==> config.mk <==
export PLATFORM = sky130hd
export DESIGN_NAME = idle_time_cpu_load_monitor_top
export DESIGN_NICKNAME = d
export VERILOG_FILES = /design/src/rtl/core/itclm_pkg.sv /design/src/rtl/core/itclm_ctrl.sv /design/src/rtl/core/itclm_datapath.sv /design/src/rtl/core/itclm_obuf.sv /design/src/rtl/core/idle_time_cpu_load_monitor_top.sv
export SDC_FILE = /design/constraint.sdc
export NUM_CORES = 2
export LEC_CHECK = 0
export BUFFER_PORTS_ARGS = -buffer_cell sky130_fd_sc_hd__buf_2
export CAP_MARGIN = 0
export CELL_PAD_IN_SITES_DETAIL_PLACEMENT = 1
export CELL_PAD_IN_SITES_GLOBAL_PLACEMENT = 1
export CORE_AREA = 2 2 357 359
export CTS_CLUSTER_SIZE = 25
export DETAILED_ROUTE_END_ITERATION = 8
export DIE_AREA = 0 0 359 361
export GPL_ROUTABILITY_DRIVEN = 0
export PLACE_DENSITY = 0.86
export SLEW_MARGIN = 25
export SYNTH_ARGS = -nofsm -noshare
export SYNTH_HDL_FRONTEND = slang
export SYNTH_SLANG_ARGS = --single-unit
==> constraint.sdc <==
create_clock -name i_clk -period 7.5 [get_ports i_clk]
set_input_delay 1.5 -clock i_clk [delete_from_list [all_inputs] [get_ports i_clk]]
set_output_delay 1.5 -clock i_clk [all_outputs]
set_load 0.01 [all_outputs]
==> src/rtl/core/itclm_pkg.sv <==
// ----------------------------------------------------------------------------
// itclm_pkg
// Shared types and constants of the two-core idle-time load monitor.
// ----------------------------------------------------------------------------
package itclm_pkg;

    localparam int TIME_WIDTH  = 48;
    localparam int LOAD_W      = 14;
    localparam int LOAD_BITS   = 14;
    localparam int BIT_W       = $clog2(LOAD_BITS);
    localparam int GAP_W       = 16;
    localparam int PERIOD_W    = 32;
    localparam int WARM_W      = 4;
    localparam int CFG_IDX_W   = 2;
    localparam int CFG_DATA_W  = 32;
    localparam int IN_TDATA_W  = ((TIME_WIDTH + 7) / 8) * 8;
    localparam int IN_TUSER_W  = 3;
    localparam int OUT_TDATA_W = ((2 * LOAD_W + 7) / 8) * 8;
    localparam int OUT_TUSER_W = 3;

    localparam logic [LOAD_W-1:0] FULL_LOAD = LOAD_W'(10000);

    localparam logic [GAP_W-1:0]    RST_GAP_LIMIT = GAP_W'(1000);
    localparam logic [PERIOD_W-1:0] RST_PERIOD    = PERIOD_W'(2000000);
    localparam logic [WARM_W-1:0]   RST_WARMUP    = WARM_W'(2);

    // configuration register indexes
    localparam logic [CFG_IDX_W-1:0] CFG_GAP_LIMIT = CFG_IDX_W'(0);
    localparam logic [CFG_IDX_W-1:0] CFG_PERIOD    = CFG_IDX_W'(1);
    localparam logic [CFG_IDX_W-1:0] CFG_WARMUP    = CFG_IDX_W'(2);

    typedef enum logic [1:0] {
        ACT_HOOK    = 2'd0,
        ACT_MEASURE = 2'd1,
        ACT_START   = 2'd2,
        ACT_STOP    = 2'd3
    } t_action;

    typedef struct packed {
        logic accept;
        logic init;
        logic dbl;
        logic add;
        logic store;
        logic core;
    } t_dp_cmd;

    typedef struct packed {
        logic need_div;
    } t_dp_stat;

    typedef struct packed {
        logic              closed;
        logic              on;
        logic              valid;
        logic [LOAD_W-1:0] load1;
        logic [LOAD_W-1:0] load0;
    } t_result;

endpackage

==> src/rtl/core/itclm_ctrl.sv <==
// ----------------------------------------------------------------------------
// itclm_ctrl
// Sequencer: takes items, steps the scaled-quotient unit bit by bit for each
// core, and hands each finished result to the output buffer.
// ----------------------------------------------------------------------------
module itclm_ctrl
    import itclm_pkg::*;
(
    input  logic     i_clk,
    input  logic     i_rst_n,
    input  logic     i_in_valid,
    input  logic     i_full,
    input  t_dp_stat i_stat,
    output logic     o_in_ready,
    output t_dp_cmd  o_cmd,
    output logic     o_push
);

    typedef enum logic [5:0] {
        S_IDLE  = 6'b000001,
        S_INIT  = 6'b000010,
        S_DBL   = 6'b000100,
        S_ADD   = 6'b001000,
        S_STORE = 6'b010000,
        S_PUSH  = 6'b100000
    } t_state;

    t_state           r_state, n_state;
    logic [BIT_W-1:0] r_bit, n_bit;
    logic             r_core, n_core;

    assign o_in_ready = (r_state == S_IDLE) && !i_full;

    always_comb begin
        n_state = r_state;
        n_bit   = r_bit;
        n_core  = r_core;
        o_cmd   = '0;
        o_push  = 1'b0;
        unique case (r_state)
            S_IDLE: begin
                if (i_in_valid && o_in_ready) begin
                    o_cmd.accept = 1'b1;
                    n_core       = 1'b0;
                    n_state      = i_stat.need_div ? S_INIT : S_PUSH;
                end
            end
            S_INIT: begin
                o_cmd.init = 1'b1;
                o_cmd.core = r_core;
                n_bit      = BIT_W'(LOAD_BITS - 1);
                n_state    = S_DBL;
            end
            S_DBL: begin
                o_cmd.dbl = 1'b1;
                // add step only where the scale constant has a one
                if (FULL_LOAD[r_bit]) begin
                    n_state = S_ADD;
                end else if (r_bit == '0) begin
                    n_state = S_STORE;
                end else begin
                    n_bit = r_bit - 1'b1;
                end
            end
            S_ADD: begin
                o_cmd.add = 1'b1;
                if (r_bit == '0) begin
                    n_state = S_STORE;
                end else begin
                    n_bit   = r_bit - 1'b1;
                    n_state = S_DBL;
                end
            end
            S_STORE: begin
                o_cmd.store = 1'b1;
                o_cmd.core  = r_core;
                if (!r_core) begin
                    n_core  = 1'b1;
                    n_state = S_INIT;
                end else begin
                    n_state = S_PUSH;
                end
            end
            S_PUSH: begin
                o_push  = 1'b1;
                n_state = S_IDLE;
            end
            default: begin
                n_state = S_IDLE;
            end
        endcase
    end

    always_ff @(posedge i_clk) begin
        if (!i_rst_n) begin
            r_state <= S_IDLE;
            r_bit   <= '0;
            r_core  <= 1'b0;
        end else begin
            r_state <= n_state;
            r_bit   <= n_bit;
            r_core  <= n_core;
        end
    end

endmodule

==> src/rtl/core/itclm_datapath.sv <==
// ----------------------------------------------------------------------------
// itclm_datapath
// Monitor state, configuration registers and the serial scaled-quotient
// unit (one doubling or one add step per cycle, modulo the elapsed time).
// ----------------------------------------------------------------------------
module itclm_datapath
    import itclm_pkg::*;
(
    input  logic                  i_clk,
    input  logic                  i_rst_n,
    input  logic                  i_cfg_we,
    input  logic [CFG_IDX_W-1:0]  i_cfg_idx,
    input  logic [CFG_DATA_W-1:0] i_cfg_data,
    input  t_action               i_action,
    input  logic                  i_core,
    input  logic [TIME_WIDTH-1:0] i_time,
    input  t_dp_cmd               i_cmd,
    output t_dp_stat              o_stat,
    output t_result               o_result
);

    localparam int TW = TIME_WIDTH;

    // configuration
    logic [GAP_W-1:0]    r_gap_lim;
    logic [PERIOD_W-1:0] r_period;
    logic [WARM_W-1:0]   r_warm_per;

    // monitor state
    logic              r_enabled, n_enabled;
    logic [WARM_W-1:0] r_warm, n_warm;
    logic [TW-1:0]     r_acc[2], n_acc[2];
    logic [TW-1:0]     r_hook[2], n_hook[2];
    logic [TW-1:0]     r_snap[2], n_snap[2];
    logic [TW-1:0]     r_meas, n_meas;
    logic [LOAD_W-1:0] r_load[2], n_load[2];
    logic              r_valid, n_valid;
    logic              r_closed, n_closed;

    // quotient unit
    logic [TW-1:0]     r_d[2], n_d[2];
    logic [TW-1:0]     r_e, n_e;
    logic [TW-1:0]     r_ed, n_ed;
    logic [TW-1:0]     r_dcur, n_dcur;
    logic [TW-1:0]     r_rem, n_rem;
    logic [LOAD_W-1:0] r_q, n_q;
    logic              r_ge, n_ge;

    logic [TW-1:0] w_gap;
    logic [TW-1:0] w_elapsed;
    logic          w_period_hit;
    logic          w_warm_skip;
    logic          w_start;
    logic [TW:0]   w_dbl;
    logic [TW:0]   w_dbl_sub;

    assign w_gap        = i_time - r_hook[i_core];
    assign w_elapsed    = i_time - r_meas;
    assign w_period_hit = w_elapsed >= TW'(r_period);
    assign w_warm_skip  = r_warm < r_warm_per;
    assign w_start      = i_cmd.accept && !r_enabled
                       && (i_action == ACT_MEASURE || i_action == ACT_START);
    assign w_dbl        = {r_rem, 1'b0};
    assign w_dbl_sub    = w_dbl - {1'b0, r_e};

    assign o_stat.need_div = (i_action == ACT_MEASURE) && r_enabled && w_period_hit
                          && !w_warm_skip && (w_elapsed != '0);

    always_comb begin
        n_enabled = r_enabled;
        n_warm    = r_warm;
        n_acc     = r_acc;
        n_hook    = r_hook;
        n_snap    = r_snap;
        n_meas    = r_meas;
        n_load    = r_load;
        n_valid   = r_valid;
        n_closed  = r_closed;
        n_d       = r_d;
        n_e       = r_e;
        n_ed      = r_ed;
        n_dcur    = r_dcur;
        n_rem     = r_rem;
        n_q       = r_q;
        n_ge      = r_ge;

        if (i_cmd.accept) begin
            n_closed = 1'b0;
            unique case (i_action)
                ACT_HOOK: begin
                    if (r_enabled) begin
                        // a stored zero stands for no earlier hook
                        if (r_hook[i_core] != '0 && w_gap < TW'(r_gap_lim)) begin
                            n_acc[i_core] = r_acc[i_core] + w_gap;
                        end
                        n_hook[i_core] = i_time;
                    end
                end
                ACT_MEASURE: begin
                    if (r_enabled && w_period_hit) begin
                        n_d[0]   = r_acc[0] - r_snap[0];
                        n_d[1]   = r_acc[1] - r_snap[1];
                        n_e      = w_elapsed;
                        n_snap   = r_acc;
                        n_meas   = i_time;
                        n_closed = 1'b1;
                        if (w_warm_skip) begin
                            n_warm  = r_warm + 1'b1;
                            n_valid = 1'b0;
                            n_load  = '{default: '0};
                        end
                    end
                end
                ACT_START: begin
                end
                ACT_STOP: begin
                    if (r_enabled) begin
                        n_enabled = 1'b0;
                        n_valid   = 1'b0;
                        n_load    = '{default: '0};
                    end
                end
                default: begin
                end
            endcase
            if (w_start) begin
                n_enabled = 1'b1;
                n_warm    = '0;
                n_acc     = '{default: '0};
                n_hook    = '{default: '0};
                n_snap    = '{default: '0};
                n_load    = '{default: '0};
                n_meas    = i_time;
                n_valid   = 1'b0;
            end
        end

        if (i_cmd.init) begin
            n_rem  = '0;
            n_q    = '0;
            n_dcur = r_d[i_cmd.core];
            n_ed   = r_e - r_d[i_cmd.core];
            n_ge   = r_d[i_cmd.core] >= r_e;
        end

        // rem <- 2*rem mod e
        if (i_cmd.dbl) begin
            if (!w_dbl_sub[TW]) begin
                n_rem = w_dbl_sub[TW-1:0];
                n_q   = {r_q[LOAD_W-2:0], 1'b1};
            end else begin
                n_rem = w_dbl[TW-1:0];
                n_q   = {r_q[LOAD_W-2:0], 1'b0};
            end
        end

        // rem <- rem + d mod e
        if (i_cmd.add) begin
            if (r_rem >= r_ed) begin
                n_rem = r_rem - r_ed;
                n_q   = r_q + LOAD_W'(1);
            end else begin
                n_rem = r_rem + r_dcur;
            end
        end

        if (i_cmd.store) begin
            n_load[i_cmd.core] = r_ge ? '0 : FULL_LOAD - r_q;
            if (i_cmd.core) begin
                n_valid = 1'b1;
            end
        end
    end

    always_ff @(posedge i_clk) begin
        if (!i_rst_n) begin
            r_gap_lim  <= RST_GAP_LIMIT;
            r_period   <= RST_PERIOD;
            r_warm_per <= RST_WARMUP;
            r_enabled  <= 1'b0;
            r_warm     <= '0;
            r_acc      <= '{default: '0};
            r_hook     <= '{default: '0};
            r_snap     <= '{default: '0};
            r_meas     <= '0;
            r_load     <= '{default: '0};
            r_valid    <= 1'b0;
            r_closed   <= 1'b0;
        end else begin
            if (i_cfg_we) begin
                unique case (i_cfg_idx)
                    CFG_GAP_LIMIT: r_gap_lim  <= i_cfg_data[GAP_W-1:0];
                    CFG_PERIOD:    r_period   <= i_cfg_data[PERIOD_W-1:0];
                    CFG_WARMUP:    r_warm_per <= i_cfg_data[WARM_W-1:0];
                    default: begin
                    end
                endcase
            end
            r_enabled <= n_enabled;
            r_warm    <= n_warm;
            r_acc     <= n_acc;
            r_hook    <= n_hook;
            r_snap    <= n_snap;
            r_meas    <= n_meas;
            r_load    <= n_load;
            r_valid   <= n_valid;
            r_closed  <= n_closed;
        end
    end

    always_ff @(posedge i_clk) begin
        r_d    <= n_d;
        r_e    <= n_e;
        r_ed   <= n_ed;
        r_dcur <= n_dcur;
        r_rem  <= n_rem;
        r_q    <= n_q;
        r_ge   <= n_ge;
    end

    assign o_result.closed = r_closed;
    assign o_result.on     = r_enabled;
    assign o_result.valid  = r_valid;
    assign o_result.load0  = r_valid ? r_load[0] : '0;
    assign o_result.load1  = r_valid ? r_load[1] : '0;

endmodule

==> src/rtl/core/itclm_obuf.sv <==
// ----------------------------------------------------------------------------
// itclm_obuf
// Two-entry result buffer: output register plus one waiting entry, so a new
// item can be taken while a result is still held by the sink.
// ----------------------------------------------------------------------------
module itclm_obuf
    import itclm_pkg::*;
(
    input  logic    i_clk,
    input  logic    i_rst_n,
    input  logic    i_push,
    input  t_result i_data,
    input  logic    i_ready,
    output logic    o_valid,
    output logic    o_full,
    output t_result o_data
);

    logic [1:0] r_cnt, n_cnt;
    t_result    r_q0, r_q1;
    logic       w_pop;

    assign w_pop   = o_valid && i_ready;
    assign o_valid = r_cnt != 2'd0;
    assign o_full  = r_cnt == 2'd2;
    assign o_data  = r_q0;

    always_comb begin
        n_cnt = r_cnt;
        if (i_push && !w_pop) begin
            n_cnt = r_cnt + 2'd1;
        end else if (!i_push && w_pop) begin
            n_cnt = r_cnt - 2'd1;
        end
    end

    always_ff @(posedge i_clk) begin
        if (!i_rst_n) begin
            r_cnt <= 2'd0;
        end else begin
            r_cnt <= n_cnt;
        end
    end

    always_ff @(posedge i_clk) begin
        if (i_push && (r_cnt == 2'd0 || (r_cnt == 2'd1 && w_pop))) begin
            r_q0 <= i_data;
        end else if (w_pop && r_cnt == 2'd2) begin
            r_q0 <= r_q1;
        end
        if (i_push && r_cnt == 2'd1 && !w_pop) begin
            r_q1 <= i_data;
        end
    end

endmodule

==> src/rtl/core/idle_time_cpu_load_monitor_top.sv <==
// ----------------------------------------------------------------------------
// idle_time_cpu_load_monitor_top
// Two-core idle-time load monitor: idle hooks accumulate idle gaps, measure
// events turn idle deltas into load in hundredths of a percent.
//
//  channel  dir  handshake                      payload
//  s_axis   in   s_axis_tvalid/s_axis_tready    tdata: time_us; tuser: action, core
//  m_axis   out  m_axis_tvalid/m_axis_tready    tdata: loads; tuser: flags
//  cfg      in   i_cfg_we                       i_cfg_idx, i_cfg_data
//
// hook, start, stop and measure events that do not compute go from accept straight to the push.
// a measure that computes loads first runs the serial quotient unit:
// 14 doubling and 5 add steps plus setup and store for each core.
// reset is synchronous; no clearing pass, the block is ready right after it.
// a result waiting at m_axis does not block the next item; a second
// unaccepted result stalls s_axis.
// ----------------------------------------------------------------------------
module idle_time_cpu_load_monitor_top
    import itclm_pkg::*;
(
    input  logic                   i_clk,
    input  logic                   i_rst_n,
    input  logic                   s_axis_tvalid,
    output logic                   s_axis_tready,
    input  logic [IN_TDATA_W-1:0]  s_axis_tdata,   // time_us
    input  logic [IN_TUSER_W-1:0]  s_axis_tuser,   // action[1:0], core
    output logic                   m_axis_tvalid,
    input  logic                   m_axis_tready,
    output logic [OUT_TDATA_W-1:0] m_axis_tdata,   // load_core0, load_core1, zero pad
    output logic [OUT_TUSER_W-1:0] m_axis_tuser,   // load_valid, monitor_on, period_closed
    input  logic                   i_cfg_we,
    input  logic [CFG_IDX_W-1:0]   i_cfg_idx,
    input  logic [CFG_DATA_W-1:0]  i_cfg_data
);

    t_dp_cmd  w_cmd;
    t_dp_stat w_stat;
    t_result  w_result;
    t_result  w_out;
    logic     w_push;
    logic     w_full;

    itclm_ctrl u_ctrl (
        .i_clk      (i_clk),
        .i_rst_n    (i_rst_n),
        .i_in_valid (s_axis_tvalid),
        .i_full     (w_full),
        .i_stat     (w_stat),
        .o_in_ready (s_axis_tready),
        .o_cmd      (w_cmd),
        .o_push     (w_push)
    );

    itclm_datapath u_datapath (
        .i_clk      (i_clk),
        .i_rst_n    (i_rst_n),
        .i_cfg_we   (i_cfg_we),
        .i_cfg_idx  (i_cfg_idx),
        .i_cfg_data (i_cfg_data),
        .i_action   (t_action'(s_axis_tuser[1:0])),
        .i_core     (s_axis_tuser[2]),
        .i_time     (s_axis_tdata[TIME_WIDTH-1:0]),
        .i_cmd      (w_cmd),
        .o_stat     (w_stat),
        .o_result   (w_result)
    );

    itclm_obuf u_obuf (
        .i_clk   (i_clk),
        .i_rst_n (i_rst_n),
        .i_push  (w_push),
        .i_data  (w_result),
        .i_ready (m_axis_tready),
        .o_valid (m_axis_tvalid),
        .o_full  (w_full),
        .o_data  (w_out)
    );

    assign m_axis_tdata = OUT_TDATA_W'({w_out.load1, w_out.load0});
    assign m_axis_tuser = {w_out.closed, w_out.on, w_out.valid};

endmodule

==> results.md <==
* Most numerous cell in the Yosys netlist: nand2_1
* Clock tree sinks at 802
* Mean routed wirelength per cell at 25.3 um
* Remaining antenna violation count after routing at 0
* Initial drt markers at 5388
* Worst-case clock skew at 0.0428 ns
* Internal cell power at 8.14 mW
* Switching power at 3.50 mW
* Number of distinct library cells after synthesis at 98
* Worst hold path endpoint: u_datapath.r_gap_lim[10]
* Initial antenna violation count at 4
* Tot GR Track Use at 30.5%
* Maximum frequency from static timing analysis at 143 MHz
* Die extent in y at 361 um
* Clock insertion delay at the later pin of the skew report at 0.72 ns
* Slowest Stage Delay on Critical Path at 0.58 ns
* Yosys warning total at 0
* Capture point of the worst reg-to-reg path: u_datapath.r_ed[46]
* Drt total wl at 206 mm
* Instance count along the most critical hold path at 2
* Post-detailed-placement half-perimeter wirelength at 153 mm
* Global Route met1 Usage at 38.2%
* First drt pass iteration count at 6
* Final setup fails at 0
* H-tree levels at 3
* Reported leakage power at 26.6 nW
* M3 GR Usage at 5.03%
* Critical Path End Type: flop
* Wire length of the first global-routing pass at 313 mm
* Post-synth top area cell: edfxtp_1
* Fraction of registers with async set or reset after synthesis at 0%
* Switching portion of total power at 30.1%
* Die outline area at 130000 um2
* Synthesized area at 56100 um2
* Final total power at 11.6 mW
* IO Port Bufs at 122
* Outcome: completed
* Clock transition at the register clock pins on the worst setup and hold paths after CTS at 0.07 ns
* Slowest cell on the critical path: or4b_4
* Max Root-Sink Buffers at 3
* TritonCTS clock tree: done
* Met2 routing resource usage after global routing at 51.1%
* Top-level I/O count at 127
* Number of slew-limit violations in the final report at 0
* Max-cap violation count at 0
* Synth top cells by count: 521 x nand2_1, 486 x ha_1, 481 x inv_1
* Sequential share of the synthesized area at 34.9%
* Post-Layout Cell Count at 8125
* Most used routing layer in global routing: met2
* Total buffers and inverters traversed by the critical path at 2
* Maximum number of pins on one net before global-route repair at 193
* Relative slew margins at 22.7%
* Total placed cells including tap cells at 7960
* Buffer type at the clock tree root: clkbuf_16
* Share of the clock period used by the worst path after layout at 93.0%
* Placement Rows at 130
* PD cells at 188 nW/um2
* Layout cells sized above 1 at 8.44%
* Total number of vias at 52100
* RSZ-0062 raised after global routing: false
* Gr ovfl total at 0
* Most used flip-flop cell after synthesis: dfxtp_1
* Category of the worst setup path launch point: input pin
* Setup slack of the worst register-to-register path at 0.71 ns
* Core ar. at 125000 um2
* Vias per inst at 6.41
* Gate Count Post-Synth at 6352
* Mean area per synthesized cell at 8.83 um2
* Total CTS buffers at 88
* PostCTS Resize Cnt at 0
* Top post-synthesis cells by area: edfxtp_1 19%, dfxtp_1 16%, ha_1 11%, mux2i_1 4.4%, a21oi_1 4.2%
* Maximum fanout count along the critical path at 9
* Startpoint of the worst register-to-register path: u_ctrl.r_state[5]
* Number of hold buffers added after cts at 0
* Post-CTS Setup Bufs at 0
* Final TNS setup at 0 ns
* Layout overhead on the synthesized area at 10.4%
* Crit Path Class: in2reg
* Hold Startpoint: u_datapath.r_gap_lim[10]
* Type of the tightest min-delay check: reg2reg
* DRC errors left at 0
* Synth Register Bits at 802
* Reg power frac at 40.2%
* Worst IR drop on VDD at 0.000162 V
* Final-report hold violation count at 0
* Portion of synthesized cell area occupied by the leading cell type at 18.8%
* CP arrival at 7.62 ns
* Initial core utilization at 44.7%
* Part of the total power dissipated in the clock network at 41.9%
* Cell depth of the worst flop-to-flop path at 18
* Vias in the first global route at 53100
* Gate power share at 17.9%
* Overall die width at 359 um
* Worst endpoint required time at 8.14 ns
* Largest delay contributor family on the critical path: compound AO/OA/AOI/OAI gates
* Number of nets at the end of the flow at 6985
* Number of enable-type register cells in the synthesized netlist at 351
* Transition time at the pin with the least slew margin at 1.14 ns
* Crit path time final at 6.98 ns
cells by family (layout without fill, tap and decap cells):
| group | after synthesis | after routing | share of synthesized area (%) |
|---|---|---|---|
| compound gates | 1843 | 1843 | 21.9 |
| xor+xnor | 373 | 373 | 5.82 |
| fa+ha+maj | 495 | 495 | 11.2 |
| buf+inv | 751 | 869 | 5.23 |
| flops | 802 | 802 | 34.9 |
| mux | 330 | 330 | 6.07 |
| other cells | 1 | 6 | 0.00668 |
| simple gates | 1757 | 1757 | 14.9 |
worst register-to-register path: stages (launching register included):
cell      delay (ns)
dfxtp_1         0.34
nor4_1          0.42
nand3b_1        0.24
inv_4           0.43
o21ai_4         0.37
mux2i_1         0.46
ha_1            0.37
nor2b_1         0.17
o21ai_0         0.29
a21boi_0        0.26
o21ai_0         0.57
a21oi_1         0.20
o21ai_0         0.36
a21oi_1         0.22
o41ai_1         0.70
o21ai_0         0.37
a21o_1          0.26
a21oi_1         0.30
xnor2_1         0.16
power by group through the flow:
stage / clock (mW) / sequential (mW) / combinational (mW)
finish: 4.87 / 4.69 / 2.09
global route: 5.04 / 4.69 / 2.19
CTS: 4.88 / 4.68 / 2.02
detailed placement: 0 / 4.78 / 1.98
global placement: 0 / 4.77 / 1.89
floorplan: 0 / 4.77 / 1.21
final cells by class:
class	instances	area, um2
Timing Repair Buffer	225	1540
Sequential cell	802	19600
Tap cell	1650	2060
Antenna cell	2	5.00
Inverter	481	1810
Multi-Input combinational cell	4802	33800
Clock inverter	41	607
Fill cell	14500	63400
Clock buffer	122	2600
flip-flops by register name (all words and copies together), names as in the netlist, 32 cells and up, named ones only:
name / flops
u_datapath.r_rem: 48
u_datapath.r_period: 32
u_datapath.r_snap: 96
u_datapath.r_acc: 96
u_datapath.r_meas: 48
u_datapath.r_hook: 96
u_datapath.r_dcur: 48
u_datapath.r_e: 48
u_datapath.r_d: 96
u_datapath.r_ed: 48
worst max-delay path by stage:
stage,cells after the start,from,slack [ns],end
2_1_floorplan,29,s_axis_tuser[2],0.04,u_datapath.r_acc[47]
3_3_place_gp,25,s_axis_tuser[2],0.20,u_datapath.r_acc[47]
3_5_place_dp,25,s_axis_tuser[2],0.03,u_datapath.r_acc[47]
4_1_cts,30,s_axis_tdata[0],0.67,u_datapath.r_warm[2]
5_1_grt,25,s_axis_tuser[2],0.25,u_datapath.r_acc[47]
6_report,25,s_axis_tuser[2],0.52,u_datapath.r_acc[47]
layer usage:
| layer | routed length [um] | part of all wire [%] |
|---|---|---|
| met1 | 83300 | 41 |
| met2 | 95600 | 46 |
| met3 | 15900 | 7.7 |
| met4 | 10800 | 5.3 |
| met5 | 0 | 0 |
cells in the final DEF (no fill, tap or decap), drive strengths merged, types with 161 or more instances in the layout:
master	n
a21oi	469
mux2i	246
nand3	237
nand2	522
ha	486
dfxtp	451
a21o	262
nor2	438
o31ai	161
buf	225
xnor2	251
edfxtp	351
o21ai	279
inv	486
per-stage QoR:
step                hold slack [ns]  area, um2  utilization [%]  worst slack (ns)
global placement              0.444      58700             46.8             0.196
finish                        0.457      62000             49.4             0.525
floorplan                     0.406      56100                -            0.0392
global route                  0.477      62000             49.4             0.250
CTS                           0.459      62000             49.4             0.674
detailed placement            0.450      58800             46.9            0.0302
No activity file was read; power rests on OpenSTA's default activity.
